`config.mk`:
```
export PLATFORM = sky130hd
export DESIGN_NAME = geometric_weighted_window_smoother
export DESIGN_NICKNAME = d
export VERILOG_FILES = /design/src/gwws_pkg.sv /design/src/geometric_weighted_window_smoother.sv /design/src/gwws_divider.sv
export SDC_FILE = /design/constraint.sdc
export NUM_CORES = 2
export LEC_CHECK = 0
export BUFFER_PORTS_ARGS = -buffer_cell sky130_fd_sc_hd__buf_4
export CORE_UTILIZATION = 50
export CTS_CLUSTER_SIZE = 16
export DETAILED_ROUTE_END_ITERATION = 16
export PLACE_DENSITY = 0.68
export SLEW_MARGIN = 10
export SYNTH_ARGS = -nofsm -noshare
export SYNTH_HDL_FRONTEND = slang
export SYNTH_HIERARCHICAL = 1
export SYNTH_SLANG_ARGS = --single-unit
```
`constraint.sdc`:
```
create_clock -name clk -period 6.5 [get_ports clk]
set_input_delay 0.325 -clock clk [delete_from_list [all_inputs] [get_ports clk]]
set_output_delay 0.325 -clock clk [all_outputs]
set_load 0.005 [all_outputs]
```
`src/gwws_pkg.sv`:
```
// ----------------------------------------------------------------------------
// gwws_pkg: shared constants and types
// Widths, defaults and register indexes for the window smoother.
// ----------------------------------------------------------------------------
package gwws_pkg;

    localparam int WINDOW_MAX_DEF = 30;
    localparam int AXIS_COUNT_DEF = 4;

    localparam int SAMPLE_W = 16;
    localparam int WEIGHT_W = 17;
    localparam int ACC_W    = 40;
    localparam int WSUM_W   = 24;
    localparam int CFG_W    = 7;

    localparam logic [2:0] REG_LEFT_ENABLE  = 3'd0;
    localparam logic [2:0] REG_RIGHT_ENABLE = 3'd1;
    localparam logic [2:0] REG_LEFT_WINDOW  = 3'd2;
    localparam logic [2:0] REG_RIGHT_WINDOW = 3'd3;
    localparam logic [2:0] REG_LEFT_DECAY   = 3'd4;
    localparam logic [2:0] REG_RIGHT_DECAY  = 3'd5;

    localparam logic [WEIGHT_W-1:0] WEIGHT_ONE = 17'h10000;

    // pct*65536/100 = pct*2^14/25; 2684355 = ceil(2^26/25), exact for pct <= 100
    localparam int               DECAY_RECIP_W = 22;
    localparam int               DECAY_PROD_W  = CFG_W + DECAY_RECIP_W;
    localparam logic [DECAY_RECIP_W-1:0] DECAY_RECIP = 22'd2684355;
    localparam int               DECAY_SHIFT   = 12;

    typedef struct packed {
        logic              start;
        logic signed [ACC_W-1:0]  num;
        logic [WSUM_W-1:0] den;
    } div_req_t;

    // floor(pct*65536/100) for pct 0..127, saturated at 100
    function automatic logic [WEIGHT_W-1:0] decay_ratio(input logic [CFG_W-1:0] pct);
        logic [CFG_W-1:0] p;
        logic [DECAY_PROD_W-1:0] prod;
        p = (pct > 7'd100) ? 7'd100 : pct;
        prod = DECAY_PROD_W'(p) * DECAY_RECIP;
        return WEIGHT_W'(prod >> DECAY_SHIFT);
    endfunction

endpackage

```
`src/geometric_weighted_window_smoother.sv`:
```
// ----------------------------------------------------------------------------
// geometric_weighted_window_smoother: per-axis decaying window average
// Channel  | direction | signals
// in       | input     | in_valid, in_ready, axis_index, sample
// out      | output    | out_valid, out_ready, smoothed
// cfg      | input     | cfg_we, cfg_index, cfg_data
// Passthrough items are registered straight to the output. Smoothed items
// (N = window size) walk the N window entries with one shared multiplier,
// one entry at a time (memory read, then multiply-accumulate), then go
// through a bit-serial divider. A config write clears a stick's windows by
// sweeping its window entries while in_ready stays low.
// Reset sets control registers to defaults and clears window state via that
// same sweep over all axes. A stalled result holds; input stays blocked.
// ----------------------------------------------------------------------------
module geometric_weighted_window_smoother
    import gwws_pkg::*;
#(
    parameter int WINDOW_MAX = WINDOW_MAX_DEF,
    parameter int AXIS_COUNT = AXIS_COUNT_DEF
)
(
    input  logic                       clk,
    input  logic                       rst_n,
    input  logic                       in_valid,
    output logic                       in_ready,
    input  logic [1:0]                 axis_index,
    input  logic signed [SAMPLE_W-1:0] sample,
    output logic                       out_valid,
    input  logic                       out_ready,
    output logic signed [SAMPLE_W-1:0] smoothed,
    input  logic                       cfg_we,
    input  logic [2:0]                 cfg_index,
    input  logic [CFG_W-1:0]           cfg_data
);

    localparam int DEPTH  = AXIS_COUNT * WINDOW_MAX;
    localparam int ADDR_W = (DEPTH > 1) ? $clog2(DEPTH) : 1;
    localparam int SLOT_W = (WINDOW_MAX > 1) ? $clog2(WINDOW_MAX) : 1;
    localparam int AX_W   = (AXIS_COUNT > 1) ? $clog2(AXIS_COUNT) : 1;
    localparam int N_W    = $clog2(WINDOW_MAX + 1);

    localparam logic [3:0] ST_CLEAR = 4'd0;
    localparam logic [3:0] ST_IDLE  = 4'd1;
    localparam logic [3:0] ST_READ  = 4'd2;
    localparam logic [3:0] ST_MAC   = 4'd3;
    localparam logic [3:0] ST_DIVGO = 4'd4;
    localparam logic [3:0] ST_DIV   = 4'd5;
    localparam logic [3:0] ST_OUT   = 4'd6;

    logic signed [SAMPLE_W-1:0] mem [DEPTH];
    logic signed [SAMPLE_W-1:0] rd_reg;

    logic [3:0]  state_reg, state_next;
    logic        len_reg, ren_reg;
    logic [4:0]  lwin_reg, rwin_reg;
    logic [CFG_W-1:0] ldec_reg, rdec_reg;
    logic [SLOT_W-1:0] head_reg [AXIS_COUNT];

    logic [ADDR_W-1:0] clr_addr_reg, clr_addr_next, clr_end_reg, clr_end_next;
    logic              pend_l_reg, pend_r_reg;

    logic [AX_W-1:0]   ax_reg;
    logic [N_W-1:0]    n_reg;
    logic [N_W-1:0]    k_reg;
    logic [SLOT_W-1:0] idx_reg;
    logic [WEIGHT_W-1:0] r_reg, w_reg;
    logic signed [ACC_W-1:0] acc_reg;
    logic [WSUM_W-1:0] wsum_reg;
    logic signed [SAMPLE_W-1:0] res_reg;
    logic              ovalid_reg;

    logic signed [SAMPLE_W+WEIGHT_W:0] prod;
    logic [2*WEIGHT_W-1:0] wprod;
    div_req_t dreq;
    logic     ddone;
    logic signed [ACC_W-1:0] dq;

    logic        take;
    logic        ax_ok, en_sel;
    logic [4:0]  win_sel;
    logic [N_W-1:0] n_eff;
    logic [SLOT_W-1:0] slot0, slot_new;
    logic [ADDR_W-1:0] base;
    logic        we;
    logic [ADDR_W-1:0] waddr;
    logic signed [SAMPLE_W-1:0] wdata;
    logic [ADDR_W-1:0] raddr;
    logic        cfg_hit, cfg_stick;
    logic        clr_go;

    gwws_divider u_div (
        .clk  (clk),
        .rst_n(rst_n),
        .req  (dreq),
        .done (ddone),
        .quot (dq)
    );

    assign in_ready  = (state_reg == ST_IDLE) && !ovalid_reg && !pend_l_reg && !pend_r_reg;
    assign take      = in_valid && in_ready;
    assign out_valid = ovalid_reg;
    assign smoothed  = res_reg;

    assign ax_ok   = ({2'b00, axis_index} < 4'(AXIS_COUNT));
    assign en_sel  = axis_index[1] ? ren_reg : len_reg;
    assign win_sel = axis_index[1] ? rwin_reg : lwin_reg;
    assign n_eff   = (win_sel == 5'd0) ? N_W'(1) :
                     ({27'd0, win_sel} > 32'(WINDOW_MAX)) ? N_W'(WINDOW_MAX) : N_W'(win_sel);
    assign slot0   = ({{(32-SLOT_W){1'b0}}, head_reg[AX_W'(axis_index)]} >= 32'(n_eff))
                     ? '0 : head_reg[AX_W'(axis_index)];
    assign slot_new = ({{(32-SLOT_W){1'b0}}, slot0} + 32'd1 >= 32'(n_eff))
                     ? '0 : slot0 + 1'b1;
    assign base    = ADDR_W'(32'(AX_W'(axis_index)) * WINDOW_MAX);

    assign cfg_hit   = cfg_we && (cfg_index <= REG_RIGHT_DECAY);
    assign cfg_stick = cfg_index[0];
    assign clr_go    = (state_reg == ST_IDLE) && (pend_l_reg || pend_r_reg);

    assign prod  = $signed(rd_reg) * $signed({1'b0, w_reg});
    assign wprod = w_reg * r_reg;

    always_comb
    begin
        raddr = ADDR_W'(32'(ax_reg) * WINDOW_MAX + 32'(idx_reg));
    end

    always_comb
    begin
        state_next    = state_reg;
        clr_addr_next = clr_addr_reg;
        clr_end_next  = clr_end_reg;
        we    = 1'b0;
        waddr = clr_addr_reg;
        wdata = '0;
        dreq.start = 1'b0;
        dreq.num   = acc_reg;
        dreq.den   = wsum_reg;
        unique case (state_reg)
            ST_CLEAR:
            begin
                we = 1'b1;
                clr_addr_next = clr_addr_reg + 1'b1;
                if (clr_addr_reg == clr_end_reg)
                    state_next = ST_IDLE;
            end
            ST_IDLE:
            begin
                if (pend_l_reg || pend_r_reg)
                begin
                    state_next = ST_CLEAR;
                    clr_addr_next = pend_l_reg ? '0 : ADDR_W'(32'(AXIS_COUNT > 2 ? 2 : 0) * WINDOW_MAX);
                    clr_end_next  = pend_l_reg ?
                        ADDR_W'(32'(AXIS_COUNT > 1 ? 2 : 1) * WINDOW_MAX - 1) :
                        ADDR_W'(DEPTH - 1);
                end
                else if (take && ax_ok && en_sel)
                begin
                    we    = 1'b1;
                    waddr = ADDR_W'(32'(base) + 32'(slot_new));
                    wdata = sample;
                    state_next = ST_READ;
                end
            end
            ST_READ:
                state_next = ST_MAC;
            ST_MAC:
                state_next = (k_reg == n_reg - 1'b1) ? ST_DIVGO : ST_READ;
            ST_DIVGO:
            begin
                dreq.start = 1'b1;
                state_next = ST_DIV;
            end
            ST_DIV:
                if (ddone)
                    state_next = ST_OUT;
            ST_OUT:
                state_next = ST_IDLE;
            default:
                state_next = ST_IDLE;
        endcase
    end

    always_ff @(posedge clk)
    begin
        if (we)
            mem[waddr] <= wdata;
        rd_reg <= mem[raddr];
    end

    always_ff @(posedge clk or negedge rst_n)
    begin
        if (!rst_n)
        begin
            state_reg    <= ST_CLEAR;
            clr_addr_reg <= '0;
            clr_end_reg  <= ADDR_W'(DEPTH - 1);
            pend_l_reg   <= 1'b0;
            pend_r_reg   <= 1'b0;
            len_reg      <= 1'b0;
            ren_reg      <= 1'b0;
            lwin_reg     <= 5'd1;
            rwin_reg     <= 5'd1;
            ldec_reg     <= 7'd100;
            rdec_reg     <= 7'd100;
            ovalid_reg   <= 1'b0;
            for (int i = 0; i < AXIS_COUNT; i++)
                head_reg[i] <= '0;
        end
        else
        begin
            state_reg    <= state_next;
            clr_addr_reg <= clr_addr_next;
            clr_end_reg  <= clr_end_next;
            // left sweep goes first when both sticks are pending
            pend_l_reg <= (pend_l_reg && !clr_go) || (cfg_hit && !cfg_stick);
            pend_r_reg <= (pend_r_reg && !(clr_go && !pend_l_reg)) ||
                          (cfg_hit && cfg_stick && (AXIS_COUNT > 2));
            if (cfg_hit)
            begin
                unique case (cfg_index)
                    REG_LEFT_ENABLE:  len_reg  <= cfg_data[0];
                    REG_RIGHT_ENABLE: ren_reg  <= cfg_data[0];
                    REG_LEFT_WINDOW:  lwin_reg <= cfg_data[4:0];
                    REG_RIGHT_WINDOW: rwin_reg <= cfg_data[4:0];
                    REG_LEFT_DECAY:   ldec_reg <= cfg_data;
                    REG_RIGHT_DECAY:  rdec_reg <= cfg_data;
                    default: ;
                endcase
                for (int i = 0; i < AXIS_COUNT; i++)
                    if ((i >> 1) == int'(cfg_stick))
                        head_reg[i] <= '0;
            end
            if (!cfg_hit && take && ax_ok && en_sel && !pend_l_reg && !pend_r_reg)
                head_reg[AX_W'(axis_index)] <= slot_new;
            if (take && !(ax_ok && en_sel))
                ovalid_reg <= 1'b1;
            else if (state_reg == ST_OUT)
                ovalid_reg <= 1'b1;
            else if (ovalid_reg && out_ready)
                ovalid_reg <= 1'b0;
        end
    end

    always_ff @(posedge clk)
    begin
        if (take)
        begin
            ax_reg   <= AX_W'(axis_index);
            n_reg    <= n_eff;
            k_reg    <= '0;
            idx_reg  <= slot_new;
            r_reg    <= decay_ratio(axis_index[1] ? rdec_reg : ldec_reg);
            w_reg    <= WEIGHT_ONE;
            acc_reg  <= '0;
            wsum_reg <= '0;
            res_reg  <= sample;
        end
        else if (state_reg == ST_MAC)
        begin
            acc_reg  <= acc_reg + ACC_W'(prod);
            wsum_reg <= wsum_reg + WSUM_W'(w_reg);
            w_reg    <= wprod[2*WEIGHT_W-1-1 -: WEIGHT_W] >> 0;
            k_reg    <= k_reg + 1'b1;
            idx_reg  <= (idx_reg == '0) ? SLOT_W'(n_reg - 1'b1) : idx_reg - 1'b1;
        end
        else if (ddone)
        begin
            res_reg <= (dq > 40'sd32767) ? 16'sh7fff :
                       (dq < -40'sd32768) ? 16'sh8000 : SAMPLE_W'(dq);
        end
    end

endmodule

```
`src/gwws_divider.sv`:
```
// ----------------------------------------------------------------------------
// gwws_divider: restoring signed floor divider
// One quotient bit per cycle; floor rounding toward minus infinity.
// ----------------------------------------------------------------------------
module gwws_divider
    import gwws_pkg::*;
(
    input  logic                     clk,
    input  logic                     rst_n,
    input  div_req_t                 req,
    output logic                     done,
    output logic signed [ACC_W-1:0]  quot
);

    localparam int CNT_W = $clog2(ACC_W + 1);

    logic [ACC_W-1:0]  rem_reg, rem_next;
    logic [ACC_W-1:0]  q_reg, q_next;
    logic [ACC_W-1:0]  dend_reg, dend_next;
    logic [WSUM_W-1:0] den_reg, den_next;
    logic              neg_reg, neg_next;
    logic [CNT_W-1:0]  cnt_reg, cnt_next;
    logic              busy_reg, busy_next;
    logic              done_reg, done_next;
    logic [ACC_W:0]    trial;
    logic [ACC_W-1:0]  qfix;

    always_comb
    begin
        rem_next  = rem_reg;
        q_next    = q_reg;
        dend_next = dend_reg;
        den_next  = den_reg;
        neg_next  = neg_reg;
        cnt_next  = cnt_reg;
        busy_next = busy_reg;
        done_next = 1'b0;
        trial     = {rem_reg, dend_reg[ACC_W-1]} - {{(ACC_W+1-WSUM_W){1'b0}}, den_reg};
        if (req.start)
        begin
            neg_next  = req.num[ACC_W-1];
            dend_next = req.num[ACC_W-1] ? ACC_W'(-req.num) : ACC_W'(req.num);
            den_next  = req.den;
            rem_next  = '0;
            q_next    = '0;
            cnt_next  = CNT_W'(ACC_W);
            busy_next = 1'b1;
        end
        else if (busy_reg)
        begin
            dend_next = {dend_reg[ACC_W-2:0], 1'b0};
            if (!trial[ACC_W])
            begin
                rem_next = trial[ACC_W-1:0];
                q_next   = {q_reg[ACC_W-2:0], 1'b1};
            end
            else
            begin
                rem_next = {rem_reg[ACC_W-2:0], dend_reg[ACC_W-1]};
                q_next   = {q_reg[ACC_W-2:0], 1'b0};
            end
            cnt_next = cnt_reg - 1'b1;
            if (cnt_reg == CNT_W'(1))
            begin
                busy_next = 1'b0;
                done_next = 1'b1;
            end
        end
    end

    always_ff @(posedge clk or negedge rst_n)
    begin
        if (!rst_n)
        begin
            busy_reg <= 1'b0;
            done_reg <= 1'b0;
            cnt_reg  <= '0;
        end
        else
        begin
            busy_reg <= busy_next;
            done_reg <= done_next;
            cnt_reg  <= cnt_next;
        end
    end

    always_ff @(posedge clk)
    begin
        rem_reg  <= rem_next;
        q_reg    <= q_next;
        dend_reg <= dend_next;
        den_reg  <= den_next;
        neg_reg  <= neg_next;
    end

    // negative: -(q) or -(q+1) when remainder nonzero
    assign qfix = (rem_reg != '0) ? q_reg + 1'b1 : q_reg;
    assign quot = neg_reg ? -$signed(qfix) : $signed(q_reg);
    assign done = done_reg;

endmodule

```
# Yosys cells after proc, flatten, opt, wreduce, memory -nomap -nowiden
# Memories as Yosys holds them, arrays and structs flattened. A register that Yosys moved wholly into a read port is not among the register bits.
# Index checks and enable logic that the tools add are counted.
# word_totals
memories	1
wordCells	201
input_bits	33
ramBits	1920
reg_bits	351
# classes
n_addsub	15
bitwise_logic	1
multipliers	5
n_reduce_logical	50
magnitude_cmp	9
n_mux	68
eq_ne	19
# memory_table
name	depth	width	read_ports	rd_clocked_by_memory_dff	wr	line	source
mem	120	16	1	1	1	geometric_weighted_window_smoother.sv:50	logic signed [SAMPLE_W-1:0] mem [DEPTH];
# op_table
cell	count
two-way mux 40 bit	6
two-way mux 16 bit	8
negation 40 bit	2
two-way mux 5 bit	15
two-way mux 7 bit	7
subtractor 41 x 24 -> 41 bit	1
adder 40 x 1 -> 40 bit, second input constant	1
adder 40 x 34 -> 40 bit	1
> comparator 40 x 16 -> 1 bit, second input constant	1
< comparator 40 x 16 -> 1 bit, second input constant	1
two-way mux 20 bit	2
nonzero test 40 bit	1
multiplier 16 x 18 -> 34 bit	1
multiplier 17 x 17 -> 33 bit	1
multiplier 7 x 22 -> 29 bit, second input constant	1
adder 24 x 17 -> 24 bit	1
case mux 4 bit (6 select lines)	1
bitwise mux 20 bit	1
logical AND 1 bit	19
two-way mux 6 bit	3
AND reduction 2 bit	9
two-way mux 1 bit	16
two-way mux 4 bit	4
adder 7 x 5 -> 7 bit	2
other kinds (39)	62

# Logic depth before layout (Yosys ltp)
# logic_depth
depth_word	13
depth_mapped	32
depth_no_buf	30

# Cells and area by module
# The synthesis kept the hierarchy.
# by_module_without_submodules
module	n_inst	cells_each	seq_area_each_um2	area_each_um2
geometric_weighted_window_smoother	1	6467	62586.3	104680.4
gwws_divider	1	1286	3753.6	10891.7

# Least setup slack after synthesis
# OpenSTA, ideal clock, no wires.
# synth_path
path_type	input to register
from	in axis_index[1]
to	mem mem[16][0] (enable)
setup_slack_ns	-0.769
t_arrival_ns	6.881
stages	31
setup_ns	0.388
cell_sequence	buf_2 > buf_1 > mux2i_1 > a31oi_1 > a21oi_1 > ha_1 > nand2b_1 > a21o_1 > a21o_1 > a21o_1 > a21oi_1 > and2_1 > ha_1 > ha_1 > a21o_1 > a21o_1 > a21o_1 > a21o_1 > a41oi_1 > nand2_1 > inv_1 > ha_1 > a21o_1 > a21oi_1 > nor2b_1 > o21ai_0 > xnor2_1 > mux2_2 > nor2_1 > nand2_1 > nor2_1
# synth_between
elab_chain_len	13
word_cells_on_any_way	27
classes_between	3 x add/sub; 1 x mul; 3 x order compare; 17 x mux; 1 x bitwise; 2 x reduce/logical
# synth_rtl
element	line	source
from (decl)	geometric_weighted_window_smoother.sv:26	input logic [1:0] axis_index,
two-way mux 5 bit (*)	geometric_weighted_window_smoother.sv:106	assign win_sel = axis_index[1] ? rwin_reg : lwin_reg;
> comparator 5 bit	geometric_weighted_window_smoother.sv:108	({27'd0, win_sel} > 32'(WINDOW_MAX)) ? N_W'(WINDOW_MAX) : N_W'(win_sel);
two-way mux 5 bit	geometric_weighted_window_smoother.sv:108	
two-way mux 5 bit (*)	geometric_weighted_window_smoother.sv:107	assign n_eff = (win_sel == 5'd0) ? N_W'(1) :
named net n_eff[0]	geometric_weighted_window_smoother.sv:81	logic [N_W-1:0] n_eff;
greater-or-equal comparator 5 bit	geometric_weighted_window_smoother.sv:109	assign slot0 = ({{(32-SLOT_W){1'b0}}, head_reg[AX_W'(axis_index)]} >= 32'(n_eff))
two-way mux 5 bit	geometric_weighted_window_smoother.sv:110	? '0 : head_reg[AX_W'(axis_index)];
adder 5 x 1 -> 6 bit	geometric_weighted_window_smoother.sv:111	assign slot_new = ({{(32-SLOT_W){1'b0}}, slot0} + 32'd1 >= 32'(n_eff))
greater-or-equal comparator 6 x 5 -> 1 bit	geometric_weighted_window_smoother.sv:111	
two-way mux 5 bit (*)	geometric_weighted_window_smoother.sv:112	? '0 : slot0 + 1'b1;
adder 7 x 5 -> 7 bit (*)	geometric_weighted_window_smoother.sv:159	waddr = ADDR_W'(32'(base) + 32'(slot_new));
two-way mux 7 bit (*)	geometric_weighted_window_smoother.sv:156	else if (take && ax_ok && en_sel)
two-way mux 7 bit (*)	geometric_weighted_window_smoother.sv:148	if (pend_l_reg || pend_r_reg)
two-way mux 7 bit (*)	geometric_weighted_window_smoother.sv:138	unique case (state_reg)
to (decl)	geometric_weighted_window_smoother.sv:50	
# The timed path passes the listed nets; every way through them passes the cells marked *. The select of a mux whose other input is x is not followed.

# Final worst setup path
# layout_path
from	reg lwin_reg[0]
to	mem mem[36][15] (enable)
# layout_between
elab_chain_len	13
word_cells_on_any_way	15
classes_between	3 x add/sub; 3 x order compare; 8 x mux; 1 x reduce/logical
# layout_rtl
element	line	source
from (decl)	geometric_weighted_window_smoother.sv:55	logic [4:0] lwin_reg, rwin_reg;
from (signal assigned)	geometric_weighted_window_smoother.sv:223	REG_LEFT_WINDOW: lwin_reg <= cfg_data[4:0];
two-way mux 5 bit (*)	geometric_weighted_window_smoother.sv:106	
> comparator 5 bit	geometric_weighted_window_smoother.sv:108	
two-way mux 5 bit	geometric_weighted_window_smoother.sv:108	
two-way mux 5 bit (*)	geometric_weighted_window_smoother.sv:107	
named net n_eff[0]	geometric_weighted_window_smoother.sv:81	
greater-or-equal comparator 5 bit	geometric_weighted_window_smoother.sv:109	
two-way mux 5 bit	geometric_weighted_window_smoother.sv:110	
adder 5 x 1 -> 6 bit	geometric_weighted_window_smoother.sv:111	
greater-or-equal comparator 6 x 5 -> 1 bit	geometric_weighted_window_smoother.sv:111	
two-way mux 5 bit (*)	geometric_weighted_window_smoother.sv:112	
adder 7 x 5 -> 7 bit (*)	geometric_weighted_window_smoother.sv:159	
two-way mux 7 bit (*)	geometric_weighted_window_smoother.sv:156	
two-way mux 7 bit (*)	geometric_weighted_window_smoother.sv:148	
two-way mux 7 bit (*)	geometric_weighted_window_smoother.sv:138	
# The timed path passes the listed nets; every way through them passes the cells marked *.

==> metrics.cfg <==
[logic_synthesis]
synth_edf_count = 2030
synth_cell_types = 102
synth_area_leaders = edfxtp_1 (53%), mux4_2 (12%), fa_1 (8.5%), ha_1 (4.2%), dfxtp_1 (3.2%)
synthFlopType = edfxtp_1
yosys_warnings = 6
netlist_area_um2 = 116000
synthCells = 7753
synthArstFlopShare_pct = 3.02
synth.avg_cell_area_um2 = 14.9
ys_ff_latch = 2281
synth_top_area_cell = edfxtp_1
synth_top_family_by_area = multiplexers
synth_fp_nets = 8668
synth_seq_area_share_pct = 57.4
synth.mux.area_fraction_pct = 13.1
synth-simple-area-share_pct = 7.21
synthAdderAreaFrac_pct = 12.7
synth_compound_area_share_pct = 4.08
synth_xor_xnor_area_share_pct = 1.83
synth_top_area_share_pct = 52.7

[routing]
first_pass_iters = 7
dr_total_vias = 67100
via_per_inst = 5.94
drc = 0
wirelength_um = 286000
first_iter_violations = 7075
wire_per_inst_um = 25.4
detail-route-antenna-nets = 0

[setup_path]
cpMostUsedCell = a21o_1
reg2regPathDepth = 34
slowest_stage = dfstp_2
r2r_start = lwin_reg[0]
critPathKind = reg -> reg
worstPathRequired_ns = 7.08
arrival_ns = 6.86
start_kind = flip-flop
end_kind = flip-flop
r2r-end = mem[36][15]
cp_max_fo = 8
ff2ff_setup_slack_ns = 0.22
slowest_delay_ns = 0.54

[timing]
setup_viol = 0
setup_ws_ns = 0.215
fmax_ghz = 0.159
tightest_slew_ns = 1.21
finalSetupTns_ns = 0
maxSlewHeadroom_pct = 19.4
final.setup_skew_ns = 0.111
period_minus_slack_ns = 6.28
hold_viol_final = 0
slew_violations = 0
fin_crit_sh_pct = 96.7

[floorplanning]
die_y_um = 483
start_util_pct = 50.3
design.die.area_um2 = 233000
rows = 176
io_pins = 51
core-area_um2 = 230000
die_x_um = 483

[flow_run]
maxCapViolCount = 0

[global_route]
antenna_found_initial = 2
grt_pass1_vias = 68400
grt_max_degree = 121
grtUsageTotal_pct = 25.0
grt_pass1_wl_um = 434000
globalRouteOverflowTotal = 0

[final_layout]
layout-drive-gt1-share_pct = 20.5
fill_cells = 17600
largest_reg_flops = 1920
final_area_um2 = 132000
multiInputGateArea_um2 = 45700
area_delta_synth_final_pct = 13.8
largest_register = mem
ff_latch_area_um2 = 66400
nets = 8996

[min_path]
hold_path.startpoint = in_valid
whs_path_depth = 3
hp-class = in -> reg
min_to = out_valid

[place]
finalWeightedCongestion = 0.924
dp_slack_ns = -0.304
dpl_cell_area_um2 = 124000
hpwl_um = 192000
portBuffers = 50

[cts]
cts_tree = done
ctsLongestPathBuffers = 3
cts_num_sinks = 2281
cts.clk_slew.worst_paths_ns = 0.06
clk_latency_ns = 0.91
htree_levels = 4
cts_buffers = 224
cts_root_buf = clkbuf_16

[outcome]
status = finished, final reports clean

[cell type report]
class	count	share of cell area [%]
antenna	1	0.00190
clock buffer	279	4.46
clock inverter	136	1.14
inverter	694	1.98
multi-input combinational	4376	34.7
sequential	2281	50.4
tap	3026	2.88
timing repair buffer	504	4.38
[cell families (layout without fill, tap and decap cells)]
group / count (synthesis) / count (layout)
flip-flops: 2281 / 2281
XOR/XNOR: 241 / 241
buffers and inverters: 1096 / 1613
AND/OR/NAND/NOR: 1764 / 1764
other: 0 / 1
AO/OA/AOI/OAI: 730 / 730
adder cells (fa/ha/maj): 882 / 882
multiplexers: 759 / 759
[metal layers]
metal  global-route usage [%]  up-vias  part of all wire [%]
li1                         -    29200                     -
met1                     34.3    34600                    40
met2                     41.2     2838                    49
met3                     3.63      480                   7.4
met4                     8.14        2                   3.4
met5                    0.225        -                 0.028
[what timing repair did]
action / in CTS / in global routing
resized for setup: 5 / 51
setup endpoints to repair: 487 / 1939
cloned: 0 / 3
pin swaps: 0 / 11
hold buffers: 30 / 0
buffers inserted: 0 / 8
hold endpoints to repair: 121 / 0
[cells in the final DEF (no fill, tap or decap), types with 35 or more instances in the layout]
cell type	instances
nand4_1	43
ha_1	388
dfrtp_1	59
a21o_1	63
nor3_1	50
buf_4	318
dfxtp_1	168
xnor2_1	117
and3_1	35
nand2b_1	44
nor2_1	252
nand2_1	685
clkbuf_1	49
xor2_1	118
and2_1	197
a21oi_1	183
mux4_2	597
mux2i_1	119
mux2_2	38
edfxtp_1	2030
buf_12	146
a211oi_1	39
nor2_2	113
fa_1	490
o21ai_0	209
clkbuf_16	227
nand3_1	141
inv_1	693
clkinv_2	44
[worst max path at each step]
stage / from / to / slack [ns]
after floorplan: axis_index[1] / mem[0][0] / -0.30
after global placement: axis_index[1] / mem[48][3] / -0.43
after detailed placement: axis_index[0] / mem[39][12] / -0.30
after CTS: lwin_reg[0] / mem[44][3] / 0.03
after global routing: lwin_reg[0] / mem[36][15] / -0.03
final: lwin_reg[0] / mem[36][15] / 0.22
[cells in the mapped netlist (all sizes together) (182+ instances only)]
master,n
and2,215
dfxtp,182
nor2,380
mux4,597
edfxtp,2030
inv,694
nand2,696
clkbuf,298
ha,390
a21oi,188
fa,492
o21ai,214
[through the flow]
stage,hold WS (ns),utilization (%),instances
floorplan,0.0294,-,7753
global placement,0.177,53.7,10800
detailed placement,0.180,53.7,10800
CTS,0.0706,57.1,11300
global route,0.0822,57.2,11300
finish,0.121,57.2,11300
[worst max-delay path: cells and delay by family, from the launching register on]
kind | cells | cell delay [ns]
AO/OA/AOI/OAI | 13 | 1.94
AND/OR/NAND/NOR | 6 | 0.87
multiplexers | 2 | 0.33
buffers and inverters | 7 | 0.81
XOR/XNOR | 1 | 0.28
adder cells (fa/ha/maj) | 5 | 1.28
flip-flops | 1 | 0.54
Power is left out: the tool's default activity adds up to more than one toggle a clock period on the data nets, which glitch-free logic cannot reach.
